### src/rtl/core/tet_ram.sv
// ----------------------------------------------------------------------------
// Generic simple dual-port RAM
// One write port and one read port with a registered read.
// ----------------------------------------------------------------------------
`default_nettype none

module tet_ram #(
    parameter  int WIDTH  = 8,
    parameter  int DEPTH  = 16,
    localparam int ADDR_W = (DEPTH > 1) ? $clog2(DEPTH) : 1
) (
    input  wire logic              clk,
    input  wire logic              we,
    input  wire logic [ADDR_W-1:0] waddr,
    input  wire logic [WIDTH-1:0]  wdata,
    input  wire logic              re,
    input  wire logic [ADDR_W-1:0] raddr,
    output logic      [WIDTH-1:0]  rdata
);

    logic [WIDTH-1:0] mem [DEPTH];

    always_ff @(posedge clk)
    begin
        if (we)
        begin
            mem[waddr] <= wdata;
        end
        if (re)
        begin
            rdata <= mem[raddr];
        end
    end

endmodule

`default_nettype wire

### config.mk
export PLATFORM = sky130hd
export DESIGN_NAME = tet_ram
export DESIGN_NICKNAME = d
export VERILOG_FILES = /design/src/rtl/core/tet_ram.sv
export SDC_FILE = /design/constraint.sdc
export NUM_CORES = 1
export LEC_CHECK = 0
export BUFFER_PORTS_ARGS = -buffer_cell sky130_fd_sc_hd__clkbuf_2
export CAP_MARGIN = 30
export CELL_PAD_IN_SITES_DETAIL_PLACEMENT = 0
export CELL_PAD_IN_SITES_GLOBAL_PLACEMENT = 1
export CORE_UTILIZATION = 55
export CTS_CLUSTER_SIZE = 10
export DETAILED_ROUTE_END_ITERATION = 8
export GPL_TIMING_DRIVEN = 0
export PLACE_DENSITY = 0.85
export SLEW_MARGIN = 15
export SYNTH_ARGS = -nofsm -noshare
export SYNTH_HDL_FRONTEND = slang
export SYNTH_SLANG_ARGS = --single-unit
### constraint.sdc
create_clock -name clk -period 3.8 [get_ports clk]
set_input_delay 0.57 -clock clk [delete_from_list [all_inputs] [get_ports clk]]
set_output_delay 0.57 -clock clk [all_outputs]
set_load 0.02 [all_outputs]
==> results_dict.tcl <==
set metrics [dict create \
    critPathMaxFanout 8 \
    synth_ff_type "edfxtp_1" \
    drc 0 \
    routed_via_density 5.90 \
    die_y_um 99.5 \
    grt_max_degree 17 \
    r2r-end "rdata[2]$_DFFE_PP_" \
    ir_worst_vdd_mv 0.338 \
    synthTopCellsByCount "edfxtp_1 (136), mux4_2 (18), a22oi_1 (16)" \
    grtUsageTotal_pct 22.0 \
    finClkSkew_ps 4.51 \
    synth_edf_count 136 \
    grt_pass1_wl_mm 14.6 \
    routed_wl_mm 9.76 \
    synth_cell_types 18 \
    yosys_warnings 0 \
    cts_hold_buf 0 \
    first_pass_iters 4 \
    finalCritPeriodShare_pct 46.4 \
    path_clk_slew_ps 60 \
    hp-class "input port to flip-flop" \
    antenna_found_initial 0 \
    cts_root_buf "clkbuf_8" \
    gp_congestion 0.732 \
    finalHoldViolCount 0 \
    ys_seq_elements 136 \
    async_reset_ff_share_pct 0 \
    core.rowCount 35 \
    setup_viol 0 \
    ys_seq_area_share_pct 78.1 \
    cts_tree "done" \
    required_ps 3930 \
    syn_avg_cell_area_um2 22.8 \
    post-place-cells 386 \
    max_slew.worst_pin.slew_ps 842 \
    postRouteAntennaNets 0 \
    cts_resized 0 \
    p_leak_nw 2.02 \
    post_cts_buffers 0 \
    critPathCapture "mem[3][1]$_DFFE_PP_" \
    die-area_um2 9900 \
    wl_per_cell_um 23.5 \
    drt_iter0_drc 278 \
    r2r_start "mem[6][2]$_DFFE_PP_" \
    startpoint_type "input port" \
    instances_no_fill 416 \
    clockBufferDepth 2 \
    r2r_cells 3 \
    synth_top_cell_by_area "edfxtp_1" \
    final_nets 295 \
    final_util_pct 65.4 \
    synthCells 229 \
    cts_buffers 17 \
    r2r_slack_ps 2230 \
    power_density_nw_per_um2 539 \
    dp_hpwl_mm 6.05 \
    ios 27 \
    dr_total_vias 2453 \
    relSlewSlack_pct 43.4 \
    crit_type "input port to flip-flop" \
    layout_min_cycle_time_ps 1760 \
    report.final.slew_viol_count 0 \
    syn_area_um2 5230 \
    clk_latency_ps 510 \
    antenna_cells 0 \
    crit_start "waddr[2]" \
    core_um2 9240 \
    endpoint_kind "flip-flop" \
    die_w_um 99.5 \
    cap_viol_max_count 0 \
    synth_area_leaders "edfxtp_1 (78%), mux4_2 (7.8%), mux4_1 (7.0%), a22oi_1 (2.3%), nor2_1 (0.93%)" \
    status "complete, no violations" \
    syn_to_final_growth_pct 15.6 \
    yosysMostFrequentCell "edfxtp_1" \
    globalRouteOverflowTotal 0 \
    rsz0062_at_grt "false" \
    synthesis.nets 248 \
    arrival_ps 1900 \
    cts_max_level 4 \
    drive_gt1_share_pct 28.9 \
    setup_tns_ps 0 \
    port_buffers 25 \
    grt_pass1_vias 2436 \
    synth_top_area_share_pct 78.1 \
    clock_sinks 136 \
    initial_utilization_pct 56.6 \
    max_freq_mhz 567 \
]
## cells by family after synthesis
group | count (synthesis) | synth area share (%)
and+or+nand+nor | 35 | 3.14
DFF | 136 | 78.1
buffers and inverters | 10 | 1.65
muxes | 32 | 14.8
AOI/OAI and AO/OA | 16 | 2.30
## report_power, final
group,switching (mW),total [mW],internal [mW],leakage (nW)
combinational,0.0997,0.165,0.0653,0.540
clock,0.552,1.39,0.842,0.242
sequential,0.00796,1.70,1.69,1.24
## registers in the layout, summed over array words and instances (netlist names)
name and cells:
mem 128, rdata 8
## area by class of cell
cell class,count,area [um2]
Buffer,10,86.3
Clock buffer,18,418
Clock inverter,12,87.6
Fill cell,584,3200
Multi-Input combinational cell,83,1060
Sequential cell,136,4080
Tap cell,129,161
Timing Repair Buffer,28,143
## critical path, cell delays in order
cell and delay, ps:
clkbuf_2 100, or3b_2 550, nor2_1 680
## layout by cell type (no fill, tap or decap), types with 3 or more instances in the layout
cell type	instances
nor3_1	3
mux4_1	14
clkinv_2	4
clkbuf_16	16
nand2_1	9
clkbuf_2	25
edfxtp_1	136
a22oi_1	16
buf_2	5
clkinv_1	4
clkdlybuf4s25_2	3
nor2_1	13
mux4_2	18
clkinvlp_4	3
buf_6	3
## worst min path at each step
stage	start	depth (start not counted)	slack, ps	endpoint
CTS	re	1	390	rdata[3]$_DFFE_PP_
global route	re	1	400	rdata[0]$_DFFE_PP_
global placement	mem[8][2]$_DFFE_PP_	3	740	rdata[2]$_DFFE_PP_
detailed placement	mem[11][2]$_DFFE_PP_	3	740	rdata[2]$_DFFE_PP_
floorplan	wdata[0]	0	670	mem[0][0]$_DFFE_PP_
finish	re	1	400	rdata[3]$_DFFE_PP_
## stage by stage
stage                     cell area [um2]  setup WS (ps)  total power, mW  hold slack, ps
after floorplan                      5230           1740             1.82             669
after global placement               5510           1190             1.89             735
after detailed placement             5540           1550             1.89             742
after CTS                            6040           2080             3.27             393
after global routing                 6040           2040             3.35             396
final                                6040           2040             3.26             405
## routing by layer
metal	GRT usage (%)	up-vias	share of wire [%]	wire [um]
li1	-	1077	-	-
met1	29.7	1247	40	3950
met2	34.8	112	50	4850
met3	5.62	17	7.3	717
met4	8.82	0	2.5	240
met5	0	-	0	0
(Power assumes the default switching activity.)
