### config.mk
export PLATFORM = sky130hd
export DESIGN_NAME = tet_scan
export DESIGN_NICKNAME = d
export VERILOG_FILES = /design/src/rtl/core/tet_pkg.sv /design/src/rtl/core/tet_scan.sv
export SDC_FILE = /design/constraint.sdc
export NUM_CORES = 1
export LEC_CHECK = 0
export ABC_AREA = 1
export BUFFER_PORTS_ARGS = -buffer_cell sky130_fd_sc_hd__buf_2
export CAP_MARGIN = 20
export CORE_MARGIN = 2
export CORE_UTILIZATION = 40
export CTS_CLUSTER_SIZE = 10
export DETAILED_ROUTE_END_ITERATION = 12
export PLACE_DENSITY = 0.89
export REMOVE_ABC_BUFFERS = 1
export SKIP_LAST_GASP = 1
export SLEW_MARGIN = 20
export SYNTH_ARGS = -nofsm -noshare
export SYNTH_HDL_FRONTEND = slang
export SYNTH_SLANG_ARGS = --single-unit
### constraint.sdc
create_clock -name clk -period 2.9 [get_ports clk]
set_input_delay 0.87 -clock clk [delete_from_list [all_inputs] [get_ports clk]]
set_output_delay 0.87 -clock clk [all_outputs]
set_load 0.02 [all_outputs]
### src/rtl/core/tet_pkg.sv
// ----------------------------------------------------------------------------
// Token expiry table package
// Shared types, codes and width constants for the token expiry table.
// ----------------------------------------------------------------------------
`default_nettype none

package tet_pkg;

    // Fixed field widths of the request and result transactions.
    localparam int ACTION_W     = 2;
    localparam int TOKEN_KEY_W  = 40;
    localparam int TIME_W       = 31;
    localparam int TTL_W        = 31;
    localparam int EXPIRY_W     = 32;
    localparam int COUNT_OUT_W  = 7;
    localparam int STATUS_W     = 2;
    localparam int KEY_WIDE_W   = 64;

    localparam int          ENTRIES_DEFAULT  = 64;
    localparam int          KEY_BITS_DEFAULT = 40;
    localparam logic [TTL_W-1:0] TTL_RESET   = TTL_W'(5);

    // Largest count that fits the result field.
    localparam int COUNT_SAT = (1 << COUNT_OUT_W) - 1;

    // Request actions.
    localparam logic [ACTION_W-1:0] ACT_GENERATE = 2'd0;
    localparam logic [ACTION_W-1:0] ACT_RENEW    = 2'd1;
    localparam logic [ACTION_W-1:0] ACT_COUNT    = 2'd2;
    localparam logic [ACTION_W-1:0] ACT_NOP      = 2'd3;

    // Result status codes.
    localparam logic [STATUS_W-1:0] STS_DONE     = 2'd0;
    localparam logic [STATUS_W-1:0] STS_ABSENT   = 2'd1;
    localparam logic [STATUS_W-1:0] STS_REMOVED  = 2'd2;
    localparam logic [STATUS_W-1:0] STS_FULL     = 2'd3;

    typedef enum logic [2:0] {
        ST_CLEAR,
        ST_IDLE,
        ST_SCAN,
        ST_LAST,
        ST_DECIDE
    } tet_state_t;

    // Control from the sequencer to the scan unit.
    typedef struct packed {
        logic clear;
        logic sample;
    } scan_ctl_t;

    // Status flags from the scan unit back to the sequencer.
    typedef struct packed {
        logic match_hit;
        logic free_hit;
    } scan_flags_t;

endpackage

`default_nettype wire

### src/rtl/core/tet_scan.sv
// ----------------------------------------------------------------------------
// Token expiry table scan unit
// Looks at one table entry per cycle while sample is set and keeps the first
// key match, the first reusable slot and the number of unexpired entries.
// ----------------------------------------------------------------------------
`default_nettype none

module tet_scan #(
    parameter  int ENTRIES  = tet_pkg::ENTRIES_DEFAULT,
    parameter  int KEY_BITS = tet_pkg::KEY_BITS_DEFAULT,
    localparam int IDX_W    = (ENTRIES > 1) ? $clog2(ENTRIES) : 1,
    localparam int CNT_W    = $clog2(ENTRIES + 1)
) (
    input  wire logic                            clk,
    input  wire logic                            rst_n,
    input  wire tet_pkg::scan_ctl_t              ctl,
    input  wire logic                            rd_used,
    input  wire logic [tet_pkg::EXPIRY_W-1:0]    rd_expiry,
    input  wire logic [KEY_BITS-1:0]             rd_key,
    input  wire logic [IDX_W-1:0]                rd_idx,
    input  wire logic [KEY_BITS-1:0]             key,
    input  wire logic [tet_pkg::TIME_W-1:0]      now,
    output tet_pkg::scan_flags_t                 flags,
    output logic      [IDX_W-1:0]                match_idx,
    output logic      [tet_pkg::EXPIRY_W-1:0]    match_expiry,
    output logic      [IDX_W-1:0]                free_idx,
    output logic      [CNT_W-1:0]                count
);

    import tet_pkg::*;

    scan_flags_t          flags_reg, flags_next;
    logic [IDX_W-1:0]     match_idx_reg, match_idx_next;
    logic [EXPIRY_W-1:0]  match_exp_reg, match_exp_next;
    logic [IDX_W-1:0]     free_idx_reg, free_idx_next;
    logic [CNT_W-1:0]     count_reg, count_next;
    logic                 live;

    always_comb
    begin
        flags_next     = flags_reg;
        match_idx_next = match_idx_reg;
        match_exp_next = match_exp_reg;
        free_idx_next  = free_idx_reg;
        count_next     = count_reg;
        live           = rd_used && (rd_expiry > {1'b0, now});
        if (ctl.clear)
        begin
            flags_next = '0;
            count_next = '0;
        end
        else if (ctl.sample)
        begin
            if (rd_used && (rd_key == key) && !flags_reg.match_hit)
            begin
                flags_next.match_hit = 1'b1;
                match_idx_next       = rd_idx;
                match_exp_next       = rd_expiry;
            end
            // An empty entry or one that has run out may be taken over.
            if (!live && !flags_reg.free_hit)
            begin
                flags_next.free_hit = 1'b1;
                free_idx_next       = rd_idx;
            end
            if (live)
            begin
                count_next = count_reg + CNT_W'(1);
            end
        end
    end

    always_ff @(posedge clk or negedge rst_n)
    begin
        if (!rst_n)
        begin
            flags_reg <= '0;
            count_reg <= '0;
        end
        else
        begin
            flags_reg <= flags_next;
            count_reg <= count_next;
        end
    end

    always_ff @(posedge clk)
    begin
        match_idx_reg <= match_idx_next;
        match_exp_reg <= match_exp_next;
        free_idx_reg  <= free_idx_next;
    end

    assign flags        = flags_reg;
    assign match_idx    = match_idx_reg;
    assign match_expiry = match_exp_reg;
    assign free_idx     = free_idx_reg;
    assign count        = count_reg;

endmodule

`default_nettype wire

==> results.md, run 1 <==
* Crit start category: primary input
* Die Area at about 9500 µm²
* Setup bufs post-CTS at 0
* I/O pins at just over 200
* Critical Path Start: rd_expiry[27]
* CORE AREA at 8640 µm²
* Yosys warnings at 0
* Port-buffer cells at between 200 and 250
* Routed vias/inst at about 4.9
* Largest stage delay, worst path at ~380 ps
* Chip Height at between 90 and 100 µm
* DRC viols at 0
* Fillers at 826
* Initial Utilization at 0.407
* Internal at 1.17 mW
* First-pass iteration count of the detailed router at 4
* Crit share post-route at 0.878
* Worst Clk Skew at around 11 ps
* Status: completed
* Max Slew Vio Count at 0
* Worst EP arrival at roughly 2500 ps
* Final core utilization at 0.558
* Flop pwr share at 0.513
* Netlist cell types at 28
* Post-synthesis cell count at 412
* RSZ-0062 raised after global routing: no
* Post-DRT Antenna Nets at 0
* Reg2reg setup slack at 1040 ps
* Pin slew with the least headroom to its limit at between 400 and 500 ps
* Nets@finish at ~820
* CP max-delay cell: nor2_1
* Post-Synthesis Cell Area at around 3500 µm²
* Area Growth Syn to Fin at 37.1%
* Root buf cell: clkbuf_8
* CTS Sinks at between 50 and 60
* Synth area leaders: edfxtp_1, ha_1, nand2_1
* Number of global-route vias before repair at around 3,600
* LEAKAGE at roughly 2.6 nW
* Switching pwr at roughly 460 µW
* Final Non-Filler Cells at between 700 and 800
* CP Cell Sequence: buf_2 > ha_1 > a21oi_1 > o21ai_0 > nand2_1 > nand2_1 > a21oi_1 > nand2_4 > nand2_1 > nand2_1 > nor2_1
* GPL Wtd Cong at between 0.9 and 1
* Final min period at 2540 ps
* Total gr overflow at 0
* Share of post-route cells with drive strength above 1 at 0.375
* Largest net degree at the start of global routing at 39
* Slew HR at 0.677
* Clock power share at 0.256
* Antenna violations before repair at 0
* Inserted Clock Buffers at 5
* Peak Freq at about 0.4 GHz
* Final hold vios at 0
* Worst-Skew Late Latency at around 300 ps
* VDD IR max at ~0.17 mV
* Avg Inst Size Synth at between 8 and 9 µm²
* #FFs+latches synth at 53
* Setup crit end: free_idx[0]$_DFFE_PP_
* Max cap viols at 0
* Sequential-to-total area share from yosys stat at 0.440
* Reg2Reg Capture Point: match_idx[3]$_DFFE_PP_
* Post-synth top area cell: edfxtp_1
* Routed wire length per instance at approximately 14 µm
* WS Path Type: in -> reg
* Sw frac at 0.281
* Htree depth at 2
* Post-CTS sizing at 0
* DRT Wirelength at 10,500 µm
* Comb pwr share at 0.232
* GRT Util Overall at 0.216
* Reg2Reg Depth at 8
* Inst Count DP at 730
* Bufs on Longest Clock Path at 2
* Via count at about 3,600
* Top-area cell type share of the netlist area at 0.376
* Hold Path Class: in -> async
* Dpl hpwl at 9160 µm
* CTS Hold Buffers Added at 0
* Global-route wire length before repair at between 15,000 and 20,000 µm
* CP Max Fanout at 6
* ANT cells at 0
* Die width at 97.7 µm
* CP endpoint kind: register
* WP data required at 2850 ps
* Power per cell area at approximately 340 nW/µm²
* Cell row count at 34
* Max FFs per register at 32
* Initial DRC count at about 110
* CTS tree: built
* Final setup vio count at 0
* Worst reg2reg path startpoint: flags[1]$_DFFE_PN0P_
* Most used cell, CP: nand2_1
* Worst-path clk slew at roughly 90 ps
==> power by group through the flow <==
| stage | Combinational [mW] | Sequential, mW | Clock, mW |
|---|---|---|---|
| 3_5_place_dp | 0.377 | 0.852 | 0 |
| 2_1_floorplan | 0.180 | 0.858 | 0 |
| 4_1_cts | 0.379 | 0.835 | 0.435 |
| 6_report | 0.377 | 0.835 | 0.416 |
| 5_1_grt | 0.426 | 0.836 | 0.458 |
| 3_3_place_gp | 0.364 | 0.851 | 0 |
==> cells by family (layout without fill, tap and decap cells) <==
logic type,after synthesis,in the layout,share of synthesized area
flops,53,53,0.440
compound gates,21,21,0.0321
xor+xnor,20,20,0.0499
buf+inv,81,299,0.0866
fa+ha+maj,32,32,0.114
simple gates,205,205,0.277
==> final cells by class <==
| type | instances | area [µm²] | area share |
|---|---|---|---|
| well taps | 108 | 135 | 0.0281 |
| multi-input cells | 278 | 1670 | 0.347 |
| clock inverters | 2 | 15.0 | 0.00312 |
| flip-flops and latches | 53 | 1550 | 0.321 |
| clock buffers | 6 | 72.6 | 0.0151 |
| inverters | 81 | 304 | 0.0631 |
| repair buffers | 210 | 1070 | 0.223 |
==> Yosys cell counts <==
| cell type | n |
|---|---|
| nand2_1 | 86 |
| inv_1 | 80 |
| edfxtp_1 | 44 |
| nor2_1 | 39 |
| ha_1 | 32 |
| nand3_1 | 19 |
| nand4_1 | 19 |
| xor2_1 | 17 |
| a21oi_1 | 11 |
| nor4_1 | 10 |
| dfrtp_1 | 9 |
| nor3_1 | 9 |
| or2_2 | 9 |
| o21ai_0 | 7 |
| nor3b_1 | 3 |
| xnor2_1 | 3 |
| nand2_2 | 2 |
| nand3b_1 | 2 |
| nor2_4 | 2 |
| a21o_1 | 1 |
| a21oi_2 | 1 |
| and3_1 | 1 |
| clkinv_1 | 1 |
| nand2_4 | 1 |
| nand3_4 | 1 |
| nand4_2 | 1 |
| nor2_2 | 1 |
| o22ai_1 | 1 |
==> per-layer routing <==
metal  global-route usage  wire length (µm)
met5                    0                 0
met1                0.236              3930
met3               0.0396               760
met4                0.114               456
met2                0.395              5370
==> critical path, delay by kind of cell <==
kind	cells	cell delay, ps
simple gates	6	710
compound gates	3	490
fa+ha+maj	1	300
buf+inv	1	110
==> worst min-delay path by stage <==
stage | from | end | slack (ps) | cells after the start
floorplan | rst_n | count[0]$_DFFE_PN0P_ | 570 | 0
global placement | flags[0]$_DFFE_PN0P_ | flags[0]$_DFFE_PN0P_ | 500 | 2
detailed placement | flags[0]$_DFFE_PN0P_ | flags[0]$_DFFE_PN0P_ | 520 | 2
CTS | rst_n | count[6]$_DFFE_PN0P_ | 400 | 1
global route | rst_n | count[3]$_DFFE_PN0P_ | 410 | 1
finish | rst_n | count[6]$_DFFE_PN0P_ | 410 | 1
==> per-stage QoR <==
stage	power, mW	TNS, ps	cell area, µm²	setup slack [ps]	hold slack [ps]
final	1.63	0	4820	355	412
after global placement	1.22	0	4730	79.4	502
after floorplan	1.04	-24760	3510	-652	574
after global routing	1.72	0	4820	198	412
after detailed placement	1.23	0	4730	19.8	523
after CTS	1.65	0	4820	348	405
==> layout by cell type (no fill, tap or decap) <==
cell type   synthesis  routed
a21o_1              1       1
a21oi_1            11      11
a21oi_2             1       1
and3_1              1       1
buf_12              0       1
buf_2               0     206
buf_4               0       3
clkbuf_1            0       1
clkbuf_8            0       5
clkinv_1            1       1
clkinvlp_4          0       2
dfrtp_1             9       9
edfxtp_1           44      44
ha_1               32      32
inv_1              80      80
nand2_1            86      86
nand2_2             2       2
nand2_4             1       1
nand3_1            19      19
nand3_4             1       1
nand3b_1            2       2
nand4_1            19      19
nand4_2             1       1
nor2_1             39      38
nor2_2              1       1
nor2_4              2       3
nor3_1              9       9
nor3b_1             3       3
nor4_1             10      10
o21ai_0             7       7
o22ai_1             1       1
or2_2               9       9
xnor2_1             3       3
xor2_1             17      17
Note: power is estimated with default switching activity, not from simulation.
==> inputs of run 2 (changes only) <==
RECOVER_POWER = 50   (was not set)
==> results.md, run 2 (synthesized netlist as in run 1, its figures left out) <==
* Status: completed
* Number of global-route vias before repair at 3,644 (unchanged)
* CTS Sinks at 53 (unchanged)
* Total gr overflow at 0 (unchanged)
* Final min period at 2540 ps (-4.82 ps)
* Flop pwr share at 0.513 (about the same)
* Dpl hpwl at 9160 µm (unchanged)
* Worst EP arrival at 2480 ps (about the same)
* GPL Wtd Cong at 0.933 (unchanged)
* Crit start category: primary input
* Max FFs per register at 32 (unchanged)
* Inserted Clock Buffers at 5 (unchanged)
* Global-route wire length before repair at 16,600 µm (unchanged)
* CP Max Fanout at 6 (unchanged)
* Hold WS at 507 ps (+94.5 ps)
* Slew HR at 0.655 (-0.0224)
* Chip Height at 97.7 µm (unchanged)
* Sw frac at 0.284 (+0.00300)
* Post-DRT Antenna Nets at 0 (unchanged)
* Post-CTS sizing at 0 (unchanged)
* WS Path Type: in -> reg
* Clock power share at 0.259 (+0.003)
* ANT cells at 0 (unchanged)
* Most frequent cells in the layout: buf_2, nand2_1, inv_1
* Final core utilization at 0.549 (-0.00855)
* Antenna violations before repair at 0 (unchanged)
* Pin slew with the least headroom to its limit at 518 ps (+35.5 ps)
* Power per cell area at 343 nW/µm² (+1.4%)
* Max Slew Vio Count at 0 (unchanged)
* WP data required at 2840 ps (about the same)
* Final hold vios at 0 (unchanged)
* Comb pwr share at 0.228 (-0.004)
* Largest net degree at the start of global routing at 39 (unchanged)
* Routed vias/inst at 4.84 (-0.14%)
* CP endpoint kind: register
* Peak Freq at 0.394 GHz (+0.19%)
* RSZ-0062 raised after global routing: no
* VDD IR max at 0.166 mV (-0.28%)
* GRT Util Overall at 0.216 (unchanged)
* Max cap viols at 0 (unchanged)
* Via count at 3,575 (-0.14%)
* Hold Path Class: in -> async
* Final worst slack at 360 ps (+4.82 ps)
* Final Non-Filler Cells at 738 (unchanged)
* Final instance area at 4740 µm² (-1.5%)
* DRT Wirelength at 10,600 µm (+0.46%)
* Htree depth at 2 (unchanged)
* Die Area at 9550 µm² (unchanged)
* CTS Hold Buffers Added at 0 (unchanged)
* Root buf cell: clkbuf_8
* DP Area at 4730 µm² (unchanged)
* Most common cell after layout, fill and taps aside: buf_2
* Internal at 1.16 mW (-0.55%)
* CORE AREA at 8640 µm² (unchanged)
* Final setup vio count at 0 (unchanged)
* Reg2Reg Capture Point: match_idx[5]$_DFFE_PP_
* LEAKAGE at 2.46 nW (-6.2%)
* Port-buffer cells at 206 (unchanged)
* Nets@finish at 815 (unchanged)
* Routed wire length per instance at 14.3 µm (+0.46%)
* Crit share post-route at 0.876 (-0.00166)
* I/O pins at 207 (unchanged)
* Reg2reg setup slack at 1030 ps (about the same)
* Total negative slack at 0 ps (unchanged)
* CTS tree: built
* DRC viols at 0 (unchanged)
* Initial Utilization at 0.407 (unchanged)
* Worst Clk Skew at 8.20 ps (-3.01 ps)
* Reg2Reg Depth at 8 (unchanged)
* Initial DRC count at 103 (-3.7%)
* Die width at 97.7 µm (unchanged)
* Worst reg2reg path startpoint: flags[1]$_DFFE_PN0P_
* Area Growth Syn to Fin at 35.0%
* Worst-Skew Late Latency at 300 ps (about the same)
* First-pass iteration count of the detailed router at 4 (unchanged)
* DP Worst Slack at 19.8 ps (unchanged)
* Setup bufs post-CTS at 0 (unchanged)
* Cell row count at 34 (unchanged)
* Final Power at 1.63 mW (-0.13%)
* Bufs on Longest Clock Path at 2 (unchanged)
* Share of post-route cells with drive strength above 1 at 0.281 (-0.0937)
* Worst-path clk slew at 90 ps (about the same)
* Inst Count DP at 730 (unchanged)
* Switching pwr at 461 µW (+0.93%)
-- run 2: worst max path at each step --
stage,start,to,cells after the start
6_report,rd_expiry[25],free_idx[5]$_DFFE_PP_,11
5_1_grt,rd_expiry[19],free_idx[0]$_DFFE_PP_,13
4_1_cts,rd_expiry[27],free_idx[1]$_DFFE_PP_,11
3_5_place_dp,rd_expiry[27],free_idx[3]$_DFFE_PP_,11
3_3_place_gp,rd_expiry[27],free_idx[1]$_DFFE_PP_,11
2_1_floorplan,ctl[0],match_expiry[0]$_DFFE_PP_,8
-- run 2: worst max-delay path, cell delays in order --
cell and delay [ps]:
buf_2 110, ha_1 320, a21oi_1 140, o21ai_0 120, nand2_1 80, nand2_1 50, a21oi_1 210, nand2_4 80
nand2_1 60, nand2_1 60, nor2_1 380
-- run 2: layout make-up --
cell class | count | area [µm²]
sequential | 53 | 1550
inverter | 81 | 304
clock inverter | 2 | 15.0
clock buffer | 6 | 72.6
fill | 851 | 3890
tap | 108 | 135
multi-input combinational | 278 | 1670
timing repair buffer | 210 | 1000
-- run 2: power by group through the flow --
stage	clock network, mW	registers (mW)	logic, mW
after global routing	0.458	0.836	0.419
after floorplan	0	0.858	0.180
after global placement	0	0.851	0.364
after CTS	0.435	0.835	0.379
after detailed placement	0	0.852	0.377
final	0.421	0.835	0.370
-- run 2: metal layers --
layer,track usage,routed length [µm]
met5,0,0
met4,0.114,456
met3,0.0396,749
met2,0.395,5380
met1,0.236,3990
